**config.mk**
```make
export PLATFORM = sky130hd
export DESIGN_NAME = injection_peak_area_integrator
export DESIGN_NICKNAME = d
export VERILOG_FILES = /design/src/rtl/core/iapi_pkg.sv /design/src/rtl/core/iapi_ctrl.sv /design/src/rtl/core/iapi_dp.sv /design/src/rtl/core/injection_peak_area_integrator.sv
export SDC_FILE = /design/constraint.sdc
export NUM_CORES = 2
export LEC_CHECK = 0
export BUFFER_PORTS_ARGS = -buffer_cell sky130_fd_sc_hd__buf_2
export CAP_MARGIN = 20
export CORE_ASPECT_RATIO = 1.1
export CORE_MARGIN = 10
export CORE_UTILIZATION = 60
export DETAILED_ROUTE_END_ITERATION = 12
export PLACE_DENSITY = 0.77
export SLEW_MARGIN = 20
export SYNTH_ARGS = -nofsm -noshare
export SYNTH_HDL_FRONTEND = slang
export SYNTH_SLANG_ARGS = --single-unit
```
**constraint.sdc**
```tcl
create_clock -name i_clk -period 8.1 [get_ports i_clk]
set_input_delay 1.215 -clock i_clk [delete_from_list [all_inputs] [get_ports i_clk]]
set_output_delay 1.215 -clock i_clk [all_outputs]
set_load 0.05 [all_outputs]
```
**src/rtl/core/iapi_pkg.sv**
```systemverilog
// ----------------------------------------------------------------------------
// iapi_pkg
// Shared constants, register indexes, phase codes and the command/status
// structs between the controller and the datapath of the peak area integrator.
// ----------------------------------------------------------------------------
package iapi_pkg;

    localparam int MAX_BLOCK_DEF   = 4096;
    localparam int SAMPLE_BITS_DEF = 16;
    localparam int AREA_BITS_DEF   = 48;

    // configuration register widths
    localparam int LEN_W      = 13;
    localparam int TOL_W      = 16;
    localparam int THR_W      = 16;
    localparam int PER_W      = 8;
    localparam int CNT_W      = 8;
    localparam int CFG_DATA_W = 16;
    localparam int CFG_IDX_W  = 3;
    localparam int PHASE_W    = 3;

    // configuration register indexes
    localparam logic [CFG_IDX_W-1:0] CFG_BLOCK_LEN = 3'd0;
    localparam logic [CFG_IDX_W-1:0] CFG_TOLERANCE = 3'd1;
    localparam logic [CFG_IDX_W-1:0] CFG_THRESHOLD = 3'd2;
    localparam logic [CFG_IDX_W-1:0] CFG_PERIOD    = 3'd3;
    localparam logic [CFG_IDX_W-1:0] CFG_INJ_COUNT = 3'd4;

    // configuration reset values
    localparam logic [LEN_W-1:0] BLOCK_LEN_RST = 13'd16;
    localparam logic [TOL_W-1:0] TOLERANCE_RST = 16'd64;
    localparam logic [THR_W-1:0] THRESHOLD_RST = 16'd256;
    localparam logic [PER_W-1:0] PERIOD_RST    = 8'd1;
    localparam logic [CNT_W-1:0] INJ_COUNT_RST = 8'd1;

    // measurement phases
    localparam logic [PHASE_W-1:0] PH_FIRST   = 3'd0;
    localparam logic [PHASE_W-1:0] PH_SETTLE  = 3'd1;
    localparam logic [PHASE_W-1:0] PH_ARMED   = 3'd2;
    localparam logic [PHASE_W-1:0] PH_MEASURE = 3'd3;
    localparam logic [PHASE_W-1:0] PH_TAIL    = 3'd4;
    localparam logic [PHASE_W-1:0] PH_DONE    = 3'd5;

    // blocks always integrated after an injection starts
    localparam int MEASURE_BLOCKS = 2;

    typedef struct packed {
        logic load;      // capture input sample
        logic calc;      // distance, threshold hit, area product
        logic upd;       // phase update and block statistics
        logic div_step;  // one quotient bit of the mean divider
        logic fix;       // floor correction of the mean
        logic settle;    // baseline settle check at block end
        logic emit;      // load the output register
    } t_dp_cmd;

    typedef struct packed {
        logic need_div;  // block end in a settling phase
        logic div_last;  // final divider step
        logic out_free;  // output register can take a beat
    } t_dp_sts;

endpackage

```
**src/rtl/core/iapi_ctrl.sv**
```systemverilog
// ----------------------------------------------------------------------------
// iapi_ctrl
// Sequencer of the peak area integrator: steps one sample through calc,
// update, optional mean division and settle, then hands it to the output.
// ----------------------------------------------------------------------------
module iapi_ctrl
    import iapi_pkg::*;
(
    input  logic    i_clk,
    input  logic    i_rst_n,
    input  logic    i_in_valid,
    output logic    o_in_ready,
    input  t_dp_sts i_sts,
    output t_dp_cmd o_cmd
);

    localparam logic [2:0] S_IDLE = 3'd0;
    localparam logic [2:0] S_CALC = 3'd1;
    localparam logic [2:0] S_UPD  = 3'd2;
    localparam logic [2:0] S_DIV  = 3'd3;
    localparam logic [2:0] S_FIX  = 3'd4;
    localparam logic [2:0] S_SETL = 3'd5;
    localparam logic [2:0] S_OUT  = 3'd6;

    logic [2:0] r_state;
    logic [2:0] n_state;

    assign o_in_ready = (r_state == S_IDLE);

    always_comb begin
        n_state = r_state;
        o_cmd   = '0;
        case (r_state)
            S_IDLE: begin
                if (i_in_valid) begin
                    o_cmd.load = 1'b1;
                    n_state    = S_CALC;
                end
            end
            S_CALC: begin
                o_cmd.calc = 1'b1;
                n_state    = S_UPD;
            end
            S_UPD: begin
                o_cmd.upd = 1'b1;
                n_state   = i_sts.need_div ? S_DIV : S_OUT;
            end
            S_DIV: begin
                o_cmd.div_step = 1'b1;
                if (i_sts.div_last) begin
                    n_state = S_FIX;
                end
            end
            S_FIX: begin
                o_cmd.fix = 1'b1;
                n_state   = S_SETL;
            end
            S_SETL: begin
                o_cmd.settle = 1'b1;
                n_state      = S_OUT;
            end
            S_OUT: begin
                if (i_sts.out_free) begin
                    o_cmd.emit = 1'b1;
                    n_state    = S_IDLE;
                end
            end
            default: begin
                n_state = S_IDLE;
            end
        endcase
    end

    always_ff @(posedge i_clk) begin
        if (!i_rst_n) begin
            r_state <= S_IDLE;
        end else begin
            r_state <= n_state;
        end
    end

    // a divide pass always ends in the settle check
    a_div_to_settle: assert property (@(posedge i_clk) disable iff (!i_rst_n)
        (r_state == S_DIV && i_sts.div_last) |=> (r_state == S_FIX) ##1 (r_state == S_SETL))
        else $error("divider did not hand over to settle");

    // every accepted sample is sequenced through calc and update
    a_load_path: assert property (@(posedge i_clk) disable iff (!i_rst_n)
        o_cmd.load |=> (r_state == S_CALC) ##1 (r_state == S_UPD))
        else $error("sample not sequenced after load");

endmodule

```
**src/rtl/core/iapi_dp.sv**
```systemverilog
// ----------------------------------------------------------------------------
// iapi_dp
// Datapath: configuration registers, block statistics, baseline, saturating
// area, bit-serial mean divider and the output register.
// ----------------------------------------------------------------------------
module iapi_dp
    import iapi_pkg::*;
#(
    parameter int MAX_BLOCK   = MAX_BLOCK_DEF,
    parameter int SAMPLE_BITS = SAMPLE_BITS_DEF,
    parameter int AREA_BITS   = AREA_BITS_DEF
) (
    input  logic                          i_clk,
    input  logic                          i_rst_n,
    input  logic                          i_cfg_wr_en,
    input  logic [CFG_IDX_W-1:0]          i_cfg_index,
    input  logic [CFG_DATA_W-1:0]         i_cfg_wdata,
    input  logic signed [SAMPLE_BITS-1:0] i_sample,
    input  t_dp_cmd                       i_cmd,
    output t_dp_sts                       o_sts,
    input  logic                          i_m_ready,
    output logic                          o_m_valid,
    output logic [PHASE_W-1:0]            o_phase,
    output logic [SAMPLE_BITS-1:0]        o_baseline,
    output logic                          o_area_valid,
    output logic [AREA_BITS-1:0]          o_peak_area,
    output logic [CNT_W-1:0]              o_inj_number,
    output logic                          o_all_done
);

    localparam int POS_BITS  = $clog2(MAX_BLOCK + 1);
    localparam int SUM_BITS  = SAMPLE_BITS + POS_BITS;
    localparam int DIST_BITS = SAMPLE_BITS + 1;
    localparam int PROD_BITS = DIST_BITS + PER_W;
    localparam int WIDE      = (PROD_BITS > AREA_BITS ? PROD_BITS : AREA_BITS) + 1;
    localparam int DCNT_BITS = $clog2(SUM_BITS);
    localparam int CMP_BITS  = (SAMPLE_BITS > TOL_W ? SAMPLE_BITS : TOL_W) + 2;

    localparam logic signed [SAMPLE_BITS-1:0] S_MAX = {1'b0, {(SAMPLE_BITS-1){1'b1}}};
    localparam logic signed [SAMPLE_BITS-1:0] S_MIN = {1'b1, {(SAMPLE_BITS-1){1'b0}}};
    localparam logic [WIDE-1:0] AREA_MAX_W = {{(WIDE-AREA_BITS){1'b0}}, {AREA_BITS{1'b1}}};

    // configuration
    logic [LEN_W-1:0] r_blen;
    logic [TOL_W-1:0] r_tol;
    logic [THR_W-1:0] r_thr;
    logic [PER_W-1:0] r_per;
    logic [CNT_W-1:0] r_icnt;

    always_ff @(posedge i_clk) begin
        if (!i_rst_n) begin
            r_blen <= BLOCK_LEN_RST;
            r_tol  <= TOLERANCE_RST;
            r_thr  <= THRESHOLD_RST;
            r_per  <= PERIOD_RST;
            r_icnt <= INJ_COUNT_RST;
        end else if (i_cfg_wr_en) begin
            case (i_cfg_index)
                CFG_BLOCK_LEN: r_blen <= i_cfg_wdata[LEN_W-1:0];
                CFG_TOLERANCE: r_tol  <= i_cfg_wdata[TOL_W-1:0];
                CFG_THRESHOLD: r_thr  <= i_cfg_wdata[THR_W-1:0];
                CFG_PERIOD:    r_per  <= i_cfg_wdata[PER_W-1:0];
                CFG_INJ_COUNT: r_icnt <= i_cfg_wdata[CNT_W-1:0];
                default: ;
            endcase
        end
    end

    // state
    logic signed [SAMPLE_BITS-1:0] r_sample;
    logic [PHASE_W-1:0]            r_phase,  n_phase;
    logic [POS_BITS-1:0]           r_pos,    n_pos;
    logic signed [SUM_BITS-1:0]    r_sum,    n_sum;
    logic signed [SAMPLE_BITS-1:0] r_min,    n_min;
    logic signed [SAMPLE_BITS-1:0] r_max,    n_max;
    logic signed [SAMPLE_BITS-1:0] r_pmin,   n_pmin;
    logic signed [SAMPLE_BITS-1:0] r_pmax,   n_pmax;
    logic signed [SAMPLE_BITS-1:0] r_base,   n_base;
    logic [AREA_BITS-1:0]          r_area,   n_area;
    logic [CNT_W-1:0]              r_inj,    n_inj;
    logic                          r_mbi,    n_mbi;
    logic                          r_avalid, n_avalid;
    logic [PROD_BITS-1:0]          r_prod;
    logic                          r_hit;
    logic [SUM_BITS-1:0]           r_quo,    n_quo;
    logic [POS_BITS-1:0]           r_rem,    n_rem;
    logic [DCNT_BITS-1:0]          r_dcnt,   n_dcnt;
    logic                          r_neg,    n_neg;
    logic signed [SAMPLE_BITS-1:0] r_mean;

    // effective block length
    logic [POS_BITS-1:0] eff_len;
    always_comb begin
        if (r_blen == '0) begin
            eff_len = POS_BITS'(1);
        end else if (32'(r_blen) > MAX_BLOCK) begin
            eff_len = POS_BITS'(MAX_BLOCK);
        end else begin
            eff_len = POS_BITS'(r_blen);
        end
    end

    // distance from baseline
    logic signed [DIST_BITS-1:0] diff;
    logic [DIST_BITS-1:0]        dist_abs;
    assign diff = $signed({r_sample[SAMPLE_BITS-1], r_sample})
                - $signed({r_base[SAMPLE_BITS-1], r_base});
    assign dist_abs = diff[DIST_BITS-1] ? DIST_BITS'(-diff) : DIST_BITS'(diff);

    // block statistics with the current sample taken in
    logic signed [SUM_BITS-1:0]    t_sum;
    logic signed [SAMPLE_BITS-1:0] t_min, t_max;
    logic [POS_BITS-1:0]           t_pos;
    logic                          t_end;
    assign t_sum = r_sum + $signed({{POS_BITS{r_sample[SAMPLE_BITS-1]}}, r_sample});
    assign t_min = (r_sample < r_min) ? r_sample : r_min;
    assign t_max = (r_sample > r_max) ? r_sample : r_max;
    assign t_pos = r_pos + POS_BITS'(1);
    assign t_end = (t_pos >= eff_len);

    // saturating area add; a new measurement starts from zero
    logic [WIDE-1:0]      term_w, asum_w;
    logic [AREA_BITS-1:0] area_base, area_add;
    assign term_w    = (WIDE'(r_prod) > AREA_MAX_W) ? AREA_MAX_W : WIDE'(r_prod);
    assign area_base = (r_phase == PH_ARMED) ? '0 : r_area;
    assign asum_w    = WIDE'(area_base) + term_w;
    assign area_add  = (asum_w > AREA_MAX_W) ? {AREA_BITS{1'b1}} : asum_w[AREA_BITS-1:0];

    // divider step
    logic [POS_BITS:0] div_sh;
    logic              div_ge;
    assign div_sh = {r_rem, r_quo[SUM_BITS-1]};
    assign div_ge = (div_sh >= {1'b0, r_pos});

    // floor correction
    logic [SUM_BITS:0]        q_plus;
    logic signed [SUM_BITS:0] mean_full;
    assign q_plus    = {1'b0, r_quo} + (SUM_BITS+1)'(r_rem != '0);
    assign mean_full = r_neg ? -$signed(q_plus) : $signed({1'b0, r_quo});

    // settle window
    logic signed [CMP_BITS-1:0] mean_c, lo_c, hi_c, tol_c;
    logic                       settled;
    logic [CNT_W-1:0]           inj_inc;
    assign mean_c  = $signed({{(CMP_BITS-SAMPLE_BITS){r_mean[SAMPLE_BITS-1]}}, r_mean});
    assign tol_c   = $signed({{(CMP_BITS-TOL_W){1'b0}}, r_tol});
    assign lo_c    = $signed({{(CMP_BITS-SAMPLE_BITS){r_pmin[SAMPLE_BITS-1]}}, r_pmin}) - tol_c;
    assign hi_c    = $signed({{(CMP_BITS-SAMPLE_BITS){r_pmax[SAMPLE_BITS-1]}}, r_pmax}) + tol_c;
    assign settled = (mean_c > lo_c) && (mean_c < hi_c);
    assign inj_inc = r_inj + CNT_W'(1);

    logic [SUM_BITS-1:0] sum_mag;
    assign sum_mag = t_sum[SUM_BITS-1] ? SUM_BITS'(-t_sum) : SUM_BITS'(t_sum);

    always_comb begin
        n_phase  = r_phase;
        n_pos    = r_pos;
        n_sum    = r_sum;
        n_min    = r_min;
        n_max    = r_max;
        n_pmin   = r_pmin;
        n_pmax   = r_pmax;
        n_base   = r_base;
        n_area   = r_area;
        n_inj    = r_inj;
        n_mbi    = r_mbi;
        n_avalid = r_avalid;
        n_quo    = r_quo;
        n_rem    = r_rem;
        n_dcnt   = r_dcnt;
        n_neg    = r_neg;

        if (i_cmd.upd) begin
            case (r_phase)
                PH_FIRST: begin
                    if (t_end) begin
                        n_pmin  = t_min;
                        n_pmax  = t_max;
                        n_pos   = '0;
                        n_sum   = '0;
                        n_min   = S_MAX;
                        n_max   = S_MIN;
                        n_phase = PH_SETTLE;
                    end else begin
                        n_pos = t_pos;
                        n_sum = t_sum;
                        n_min = t_min;
                        n_max = t_max;
                    end
                end
                PH_SETTLE, PH_TAIL: begin
                    if (r_phase == PH_TAIL) begin
                        n_area = area_add;
                    end
                    n_pos = t_pos;
                    n_sum = t_sum;
                    n_min = t_min;
                    n_max = t_max;
                    // kick off the mean divider; block stays until settle
                    n_quo  = sum_mag;
                    n_rem  = '0;
                    n_dcnt = DCNT_BITS'(SUM_BITS - 1);
                    n_neg  = t_sum[SUM_BITS-1];
                end
                PH_ARMED: begin
                    if (r_hit) begin
                        n_area  = area_add;
                        n_phase = PH_MEASURE;
                        if (eff_len == POS_BITS'(1)) begin
                            n_pos = '0;
                            n_sum = '0;
                            n_min = S_MAX;
                            n_max = S_MIN;
                            n_mbi = 1'b1;
                        end else begin
                            n_pos = POS_BITS'(1);
                            n_sum = $signed({{POS_BITS{r_sample[SAMPLE_BITS-1]}}, r_sample});
                            n_min = r_sample;
                            n_max = r_sample;
                            n_mbi = 1'b0;
                        end
                    end
                end
                PH_MEASURE: begin
                    n_area = area_add;
                    if (t_end) begin
                        if ((32'(r_mbi) + 1) >= MEASURE_BLOCKS) begin
                            n_pmin  = t_min;
                            n_pmax  = t_max;
                            n_phase = PH_TAIL;
                        end else begin
                            n_mbi = 1'b1;
                        end
                        n_pos = '0;
                        n_sum = '0;
                        n_min = S_MAX;
                        n_max = S_MIN;
                    end else begin
                        n_pos = t_pos;
                        n_sum = t_sum;
                        n_min = t_min;
                        n_max = t_max;
                    end
                end
                default: begin
                    n_phase = PH_DONE;
                end
            endcase
        end

        if (i_cmd.div_step) begin
            n_quo  = {r_quo[SUM_BITS-2:0], div_ge};
            n_rem  = div_ge ? POS_BITS'(div_sh - {1'b0, r_pos}) : div_sh[POS_BITS-1:0];
            n_dcnt = r_dcnt - DCNT_BITS'(1);
        end

        if (i_cmd.settle) begin
            if (settled) begin
                n_base = r_mean;
                if (r_phase == PH_TAIL) begin
                    n_avalid = 1'b1;
                    n_inj    = inj_inc;
                    n_phase  = (inj_inc >= r_icnt) ? PH_DONE : PH_ARMED;
                end else begin
                    n_phase  = (r_inj >= r_icnt) ? PH_DONE : PH_ARMED;
                end
            end else begin
                n_pmin = r_min;
                n_pmax = r_max;
            end
            n_pos = '0;
            n_sum = '0;
            n_min = S_MAX;
            n_max = S_MIN;
        end

        if (i_cmd.emit) begin
            n_avalid = 1'b0;
        end
    end

    always_ff @(posedge i_clk) begin
        if (!i_rst_n) begin
            r_phase  <= PH_FIRST;
            r_pos    <= '0;
            r_sum    <= '0;
            r_min    <= S_MAX;
            r_max    <= S_MIN;
            r_pmin   <= '0;
            r_pmax   <= '0;
            r_base   <= '0;
            r_area   <= '0;
            r_inj    <= '0;
            r_mbi    <= 1'b0;
            r_avalid <= 1'b0;
            r_dcnt   <= '0;
        end else begin
            r_phase  <= n_phase;
            r_pos    <= n_pos;
            r_sum    <= n_sum;
            r_min    <= n_min;
            r_max    <= n_max;
            r_pmin   <= n_pmin;
            r_pmax   <= n_pmax;
            r_base   <= n_base;
            r_area   <= n_area;
            r_inj    <= n_inj;
            r_mbi    <= n_mbi;
            r_avalid <= n_avalid;
            r_dcnt   <= n_dcnt;
        end
    end

    // payload registers
    always_ff @(posedge i_clk) begin
        r_quo <= n_quo;
        r_rem <= n_rem;
        r_neg <= n_neg;
        if (i_cmd.load) begin
            r_sample <= i_sample;
        end
        if (i_cmd.calc) begin
            r_prod <= PROD_BITS'(r_per) * PROD_BITS'(dist_abs);
            r_hit  <= (32'(dist_abs) >= 32'(r_thr));
        end
        if (i_cmd.fix) begin
            r_mean <= mean_full[SAMPLE_BITS-1:0];
        end
    end

    // output register
    logic                   r_m_valid;
    logic [PHASE_W-1:0]     r_o_phase;
    logic [SAMPLE_BITS-1:0] r_o_base;
    logic                   r_o_avalid;
    logic [AREA_BITS-1:0]   r_o_area;
    logic [CNT_W-1:0]       r_o_inj;

    always_ff @(posedge i_clk) begin
        if (!i_rst_n) begin
            r_m_valid <= 1'b0;
        end else if (i_cmd.emit) begin
            r_m_valid <= 1'b1;
        end else if (i_m_ready) begin
            r_m_valid <= 1'b0;
        end
    end

    always_ff @(posedge i_clk) begin
        if (i_cmd.emit) begin
            r_o_phase  <= r_phase;
            r_o_base   <= r_base;
            r_o_avalid <= r_avalid;
            r_o_area   <= r_area;
            r_o_inj    <= r_inj;
        end
    end

    assign o_m_valid    = r_m_valid;
    assign o_phase      = r_o_phase;
    assign o_baseline   = r_o_base;
    assign o_area_valid = r_o_avalid;
    assign o_peak_area  = r_o_area;
    assign o_inj_number = r_o_inj;
    assign o_all_done   = (r_o_phase == PH_DONE);

    assign o_sts.need_div = ((r_phase == PH_SETTLE) || (r_phase == PH_TAIL)) && t_end;
    assign o_sts.div_last = (r_dcnt == '0);
    assign o_sts.out_free = !r_m_valid || i_m_ready;

    a_pos_bound: assert property (@(posedge i_clk) disable iff (!i_rst_n)
        32'(r_pos) <= MAX_BLOCK)
        else $error("block position beyond maximum block length");

    a_div_rem: assert property (@(posedge i_clk) disable iff (!i_rst_n)
        i_cmd.div_step |-> (r_pos != '0) && (r_rem < r_pos))
        else $error("divider remainder out of range");

    a_avalid_phase: assert property (@(posedge i_clk) disable iff (!i_rst_n)
        (r_m_valid && r_o_avalid) |-> (r_o_phase == PH_ARMED || r_o_phase == PH_DONE))
        else $error("finished area reported outside armed or done");

endmodule

```
**src/rtl/core/injection_peak_area_integrator.sv**
```systemverilog
// ----------------------------------------------------------------------------
// injection_peak_area_integrator
// Baseline tracking and injection peak area measurement over a sample stream.
// ----------------------------------------------------------------------------
//  channel   dir  handshake                    payload
//  s_axis    in   s_axis_tvalid/s_axis_tready  tdata: sample
//  m_axis    out  m_axis_tvalid/m_axis_tready  tdata: phase..all_done, tuser: area_valid
//  cfg       in   i_cfg_wr_en                  i_cfg_index, i_cfg_wdata
//
//  One result beat per sample. A sample steps through IDLE, CALC, UPD and OUT
//  before the next accept; a block end in the settling phases adds the
//  bit-serial mean divider steps (DIV for each quotient bit, then FIX and SETL).
//  The output register lets the next sample enter while a beat waits.
//  i_rst_n is synchronous, active low; config resets to its default values.
//  A stalled output holds the sequencer before the output stage.
// ----------------------------------------------------------------------------
module injection_peak_area_integrator
    import iapi_pkg::*;
#(
    parameter int MAX_BLOCK   = MAX_BLOCK_DEF,
    parameter int SAMPLE_BITS = SAMPLE_BITS_DEF,
    parameter int AREA_BITS   = AREA_BITS_DEF,
    localparam int IN_W  = ((SAMPLE_BITS + 7) / 8) * 8,
    localparam int OUT_W = ((PHASE_W + SAMPLE_BITS + AREA_BITS + CNT_W + 1 + 7) / 8) * 8
) (
    input  logic                  i_clk,
    input  logic                  i_rst_n,
    input  logic                  i_cfg_wr_en,
    input  logic [CFG_IDX_W-1:0]  i_cfg_index,
    input  logic [CFG_DATA_W-1:0] i_cfg_wdata,
    input  logic                  s_axis_tvalid,
    output logic                  s_axis_tready,
    input  logic [IN_W-1:0]       s_axis_tdata,   // sample
    output logic                  m_axis_tvalid,
    input  logic                  m_axis_tready,
    output logic [OUT_W-1:0]      m_axis_tdata,   // phase, baseline_level, peak_area,
                                                  // injection_number, all_done
    output logic                  m_axis_tuser    // area_valid
);

    localparam int PACK_W = PHASE_W + SAMPLE_BITS + AREA_BITS + CNT_W + 1;

    t_dp_cmd dp_cmd;
    t_dp_sts dp_sts;

    logic [PHASE_W-1:0]     o_phase_w;
    logic [SAMPLE_BITS-1:0] baseline_w;
    logic [AREA_BITS-1:0]   area_w;
    logic [CNT_W-1:0]       inj_w;
    logic                   done_w;

    iapi_ctrl u_ctrl (
        .i_clk      (i_clk),
        .i_rst_n    (i_rst_n),
        .i_in_valid (s_axis_tvalid),
        .o_in_ready (s_axis_tready),
        .i_sts      (dp_sts),
        .o_cmd      (dp_cmd)
    );

    iapi_dp #(
        .MAX_BLOCK   (MAX_BLOCK),
        .SAMPLE_BITS (SAMPLE_BITS),
        .AREA_BITS   (AREA_BITS)
    ) u_dp (
        .i_clk        (i_clk),
        .i_rst_n      (i_rst_n),
        .i_cfg_wr_en  (i_cfg_wr_en),
        .i_cfg_index  (i_cfg_index),
        .i_cfg_wdata  (i_cfg_wdata),
        .i_sample     ($signed(s_axis_tdata[SAMPLE_BITS-1:0])),
        .i_cmd        (dp_cmd),
        .o_sts        (dp_sts),
        .i_m_ready    (m_axis_tready),
        .o_m_valid    (m_axis_tvalid),
        .o_phase      (o_phase_w),
        .o_baseline   (baseline_w),
        .o_area_valid (m_axis_tuser),
        .o_peak_area  (area_w),
        .o_inj_number (inj_w),
        .o_all_done   (done_w)
    );

    assign m_axis_tdata = OUT_W'({done_w, inj_w, area_w, baseline_w, o_phase_w});

    // packing width sanity, tied to the payload layout
    if (PACK_W > OUT_W) begin : g_pack_chk
        $fatal(1, "output packing overflow");
    end

endmodule

```
==> results.py <==
metrics = {
    "outcome": {
        "outcome": "finished, final reports clean",
    },
    "yosys": {
        "synth_xor_area_frac": 0.0534,
        "synth_most_common_cell": "nand2_1",
        "synth_top_family_by_area": "compound AO/OA/AOI/OAI gates",
        "synth_area_leaders": "edfxtp_1, dfxtp_1, ha_1",
        "netlist_area_mm2": 0.0306,
        "synth_mux_area_frac": 0.0107,
        "synth_top_area_frac": 0.174,
        "syn_avg_cell_area_um2": 8.93,
        "synth_top_area_cell": "edfxtp_1",
        "synth_compound_area_frac": 0.186,
        "synth_simple_gate_area_share": 0.172,
        "postSynth.asyncResetShare": 0,
        "ys_warn_count": 0,
        "ys.flop_type": "dfxtp_1",
        "synth-edff-count": 177,
        "synth_common_cells": "nand2_1, a21oi_1, inv_1",
        "ys_types": 105,
        "yosys.area_share.adder": 0.183,
        "ys_seq_elements": 430,
        "syn_inst": 3426,
        "yosysSeqAreaShare": 0.339,
    },
    "drt": {
        "num_vias": 26400,
        "via_per_inst": 6.22,
        "wl_um": 89200,
        "antenna_left": 0,
        "drc": 0,
        "drtIter0Drc": 2125,
        "firstDrtPassIters": 6,
        "routedWlPerCell_um": 21.1,
    },
    "worst_setup_path": {
        "endpoint_kind": "flip-flop",
        "r2r_end": "u_dp.r_prod[24]$_DFFE_PP_",
        "path_class": "flip-flop to flip-flop",
        "ff2ff_setup_slack_ns": 0.42,
        "cp_max_fo": 9,
        "crit_family": "adder cells",
        "path_buf_inv": 5,
        "reg2reg_depth": 33,
        "max_stage_delay_ns": 0.53,
        "r2r_start": "u_dp.r_sample[0]$_DFFE_PP_",
        "cp-startpoint": "u_dp.r_sample[0]$_DFFE_PP_",
        "crit_end": "u_dp.r_prod[24]$_DFFE_PP_",
        "cp_num_cells": 33,
        "crit_arrival_ns": 8.04,
        "cp_slowest_cell": "fa_1",
        "startpoint_type": "flip-flop",
        "critical_path_required_ns": 8.46,
    },
    "power": {
        "pwr-share-clk": 0.305,
        "switching_share": 0.362,
        "pwr-share-seq": 0.347,
        "ir_worst_vdd_mv": 0.174,
        "p_leak_nw": 14.4,
        "power.density_mw_per_mm2": 221,
        "power.internal_w": 0.00476,
        "switchingPower_w": 0.00270,
        "pwr-share-comb": 0.348,
    },
    "job": {
        "max_cap_violations": 0,
    },
    "cts": {
        "htree_levels": 2,
        "root_buffer": "clkbuf_16",
        "cts_tree": "done",
        "cts.path.max_buffers": 3,
        "cts.sinks": 430,
        "path_clk_slew_ns": 0.06,
        "numCtsBuffers": 48,
        "clk_latency_ns": 0.62,
    },
    "floorplan": {
        "ioPinCount": 123,
        "fp-row-count": 86,
        "start_util": 0.609,
        "dieArea_mm2": 0.0604,
        "fp.dieW_um": 235,
        "core_mm2": 0.0503,
        "die_height_um": 257,
    },
    "grt": {
        "grtUsageMet3": 0.0508,
        "grt_pass1_wl_um": 141000,
        "use_met2": 0.497,
        "busiest_layer": "met2",
        "overflow": 0,
        "grt_antenna_before_repair": 5,
        "grt_usage": 0.286,
        "grt_pass1_vias": 26100,
        "gr-usage-met1": 0.328,
        "grt_max_degree": 78,
    },
    "finish": {
        "final_core_util": 0.673,
        "nNetsFinal": 3965,
        "syn_to_final_growth_pct": 10.5,
        "drive_gt1_frac": 0.100,
        "design_area_mm2": 0.0338,
        "antenna_cells": 0,
    },
    "placement": {
        "placed_cell_area_mm2": 0.0320,
        "dp_hpwl_um": 66500,
        "portBuffers": 118,
        "gp_congestion": 0.986,
    },
    "worst_hold_path": {
        "hold_class": "flip-flop to flip-flop",
        "min_from": "u_dp.r_area[6]$_SDFFE_PN0P_",
    },
    "timing": {
        "relSlewSlack": 0.236,
        "fmax_mhz": 130,
        "fin_skew_ns": 0.0151,
        "slew_violations": 0,
        "min_period_over_period": 0.948,
        "finalCriticalPeriod_ns": 7.68,
        "worst-slew-pin-transition_ns": 1.15,
        "hold_viol_final": 0,
        "finalSetupViolCount": 0,
    },
}
## power groups by stage
stage,clock network (W),logic [W],registers (W)
after global placement,0,0.00242,0.00263
after floorplan,0,0.00179,0.00263
after CTS,0.00229,0.00252,0.00259
final,0.00227,0.00260,0.00259
after global routing,0.00238,0.00288,0.00260
after detailed placement,0,0.00250,0.00263
## layer usage
metal / up-vias / part of all wire
met2: 1055 / 0.48
li1: 12300 / -
met5: - / 0.00069
met1: 12800 / 0.39
met4: 8 / 0.060
met3: 274 / 0.066
## kinds of logic after synthesis
logic type	after synthesis
simple gates	1071
compound gates	888
buf+inv	431
flops	430
fa+ha+maj	391
xor+xnor	182
mux	32
other cells	1
## stage by stage
stage,hold WS (ns),std cells,power [W],setup WS (ns),setup TNS (ns)
2_1_floorplan,0.409,3429,0.00442,0.658,0
3_3_place_gp,0.425,4137,0.00505,0.257,0
3_5_place_dp,0.430,4137,0.00514,0.121,0
4_1_cts,0.445,4227,0.00740,0.0866,0
5_1_grt,0.455,4234,0.00786,-0.0245,-0.0245
6_report,0.447,4234,0.00746,0.422,0
## layout make-up
type                       count  area, um2
timing repair buffer         183       1080
inverter                     303       1140
tap                          660        826
clock buffer                  71       1430
sequential                   430      10400
fill                        4006      16400
clock inverter                19        218
multi-input combinational   2568      18700
## cell usage in the layout, fill, tap and decap left out, drive strengths merged, types with 33 or more instances in the layout
| master | n |
|---|---|
| nand2 | 326 |
| a21oi | 314 |
| inv | 304 |
| ha | 295 |
| dfxtp | 253 |
| nor2 | 239 |
| o21ai | 221 |
| buf | 183 |
| edfxtp | 177 |
| xnor2 | 111 |
| and2 | 106 |
| fa | 96 |
| nor3 | 84 |
| nand3 | 72 |
| xor2 | 71 |
| clkbuf | 71 |
| nor2b | 66 |
| a21o | 51 |
| nand2b | 38 |
| nand4 | 35 |
| o211a | 34 |
| o21a | 33 |
## sequential cells by signal, indices dropped and copies added (netlist names), 5 cells and up
| signal | cells |
|---|---|
| u_dp.r_rem | 13 |
| u_dp.r_pos | 13 |
| u_dp.o_baseline | 16 |
| u_dp.r_mean | 16 |
| u_dp.r_blen | 13 |
| u_dp.r_inj | 8 |
| u_dp.r_quo | 29 |
| u_dp.r_per | 8 |
| u_dp.r_tol | 16 |
| u_dp.r_thr | 16 |
| u_dp.r_area | 48 |
| u_dp.r_base | 16 |
| u_dp.r_prod | 25 |
| u_dp.o_peak_area | 48 |
| u_dp.r_sample | 16 |
| u_dp.r_dcnt | 5 |
| u_dp.r_icnt | 8 |
| u_dp.o_inj_number | 8 |
| u_dp.r_min | 16 |
| u_dp.r_sum | 29 |
| u_dp.r_pmax | 16 |
| u_dp.r_max | 16 |
| u_dp.r_pmin | 16 |
## worst min-delay path by stage
stage,end,slack [ns],cells past startpoint
3_5_place_dp,u_dp.o_peak_area[6]$_DFFE_PP_,0.43,0
2_1_floorplan,u_dp.o_area_valid$_DFFE_PP_,0.41,0
6_report,u_dp.o_peak_area[6]$_DFFE_PP_,0.45,0
3_3_place_gp,u_dp.o_peak_area[3]$_DFFE_PP_,0.43,0
5_1_grt,u_dp.o_peak_area[6]$_DFFE_PP_,0.45,0
4_1_cts,u_dp.o_peak_area[6]$_DFFE_PP_,0.45,0
## worst register-to-register path: cells and delay by family (launching register included)
family / cells / cell delay, ns
fa+ha+maj: 7 / 2.89
flops: 1 / 0.35
simple gates: 6 / 1.17
xor+xnor: 2 / 0.39
compound gates: 13 / 2.34
buf+inv: 5 / 0.29
## what timing repair did
action,4_1_cts,5_1_grt
hold buffers,0,0
gates resized for setup,0,22
endpoints found under the setup margin,0,9
setup buffers,0,7
Note: power is estimated with default switching activity, not from simulation.
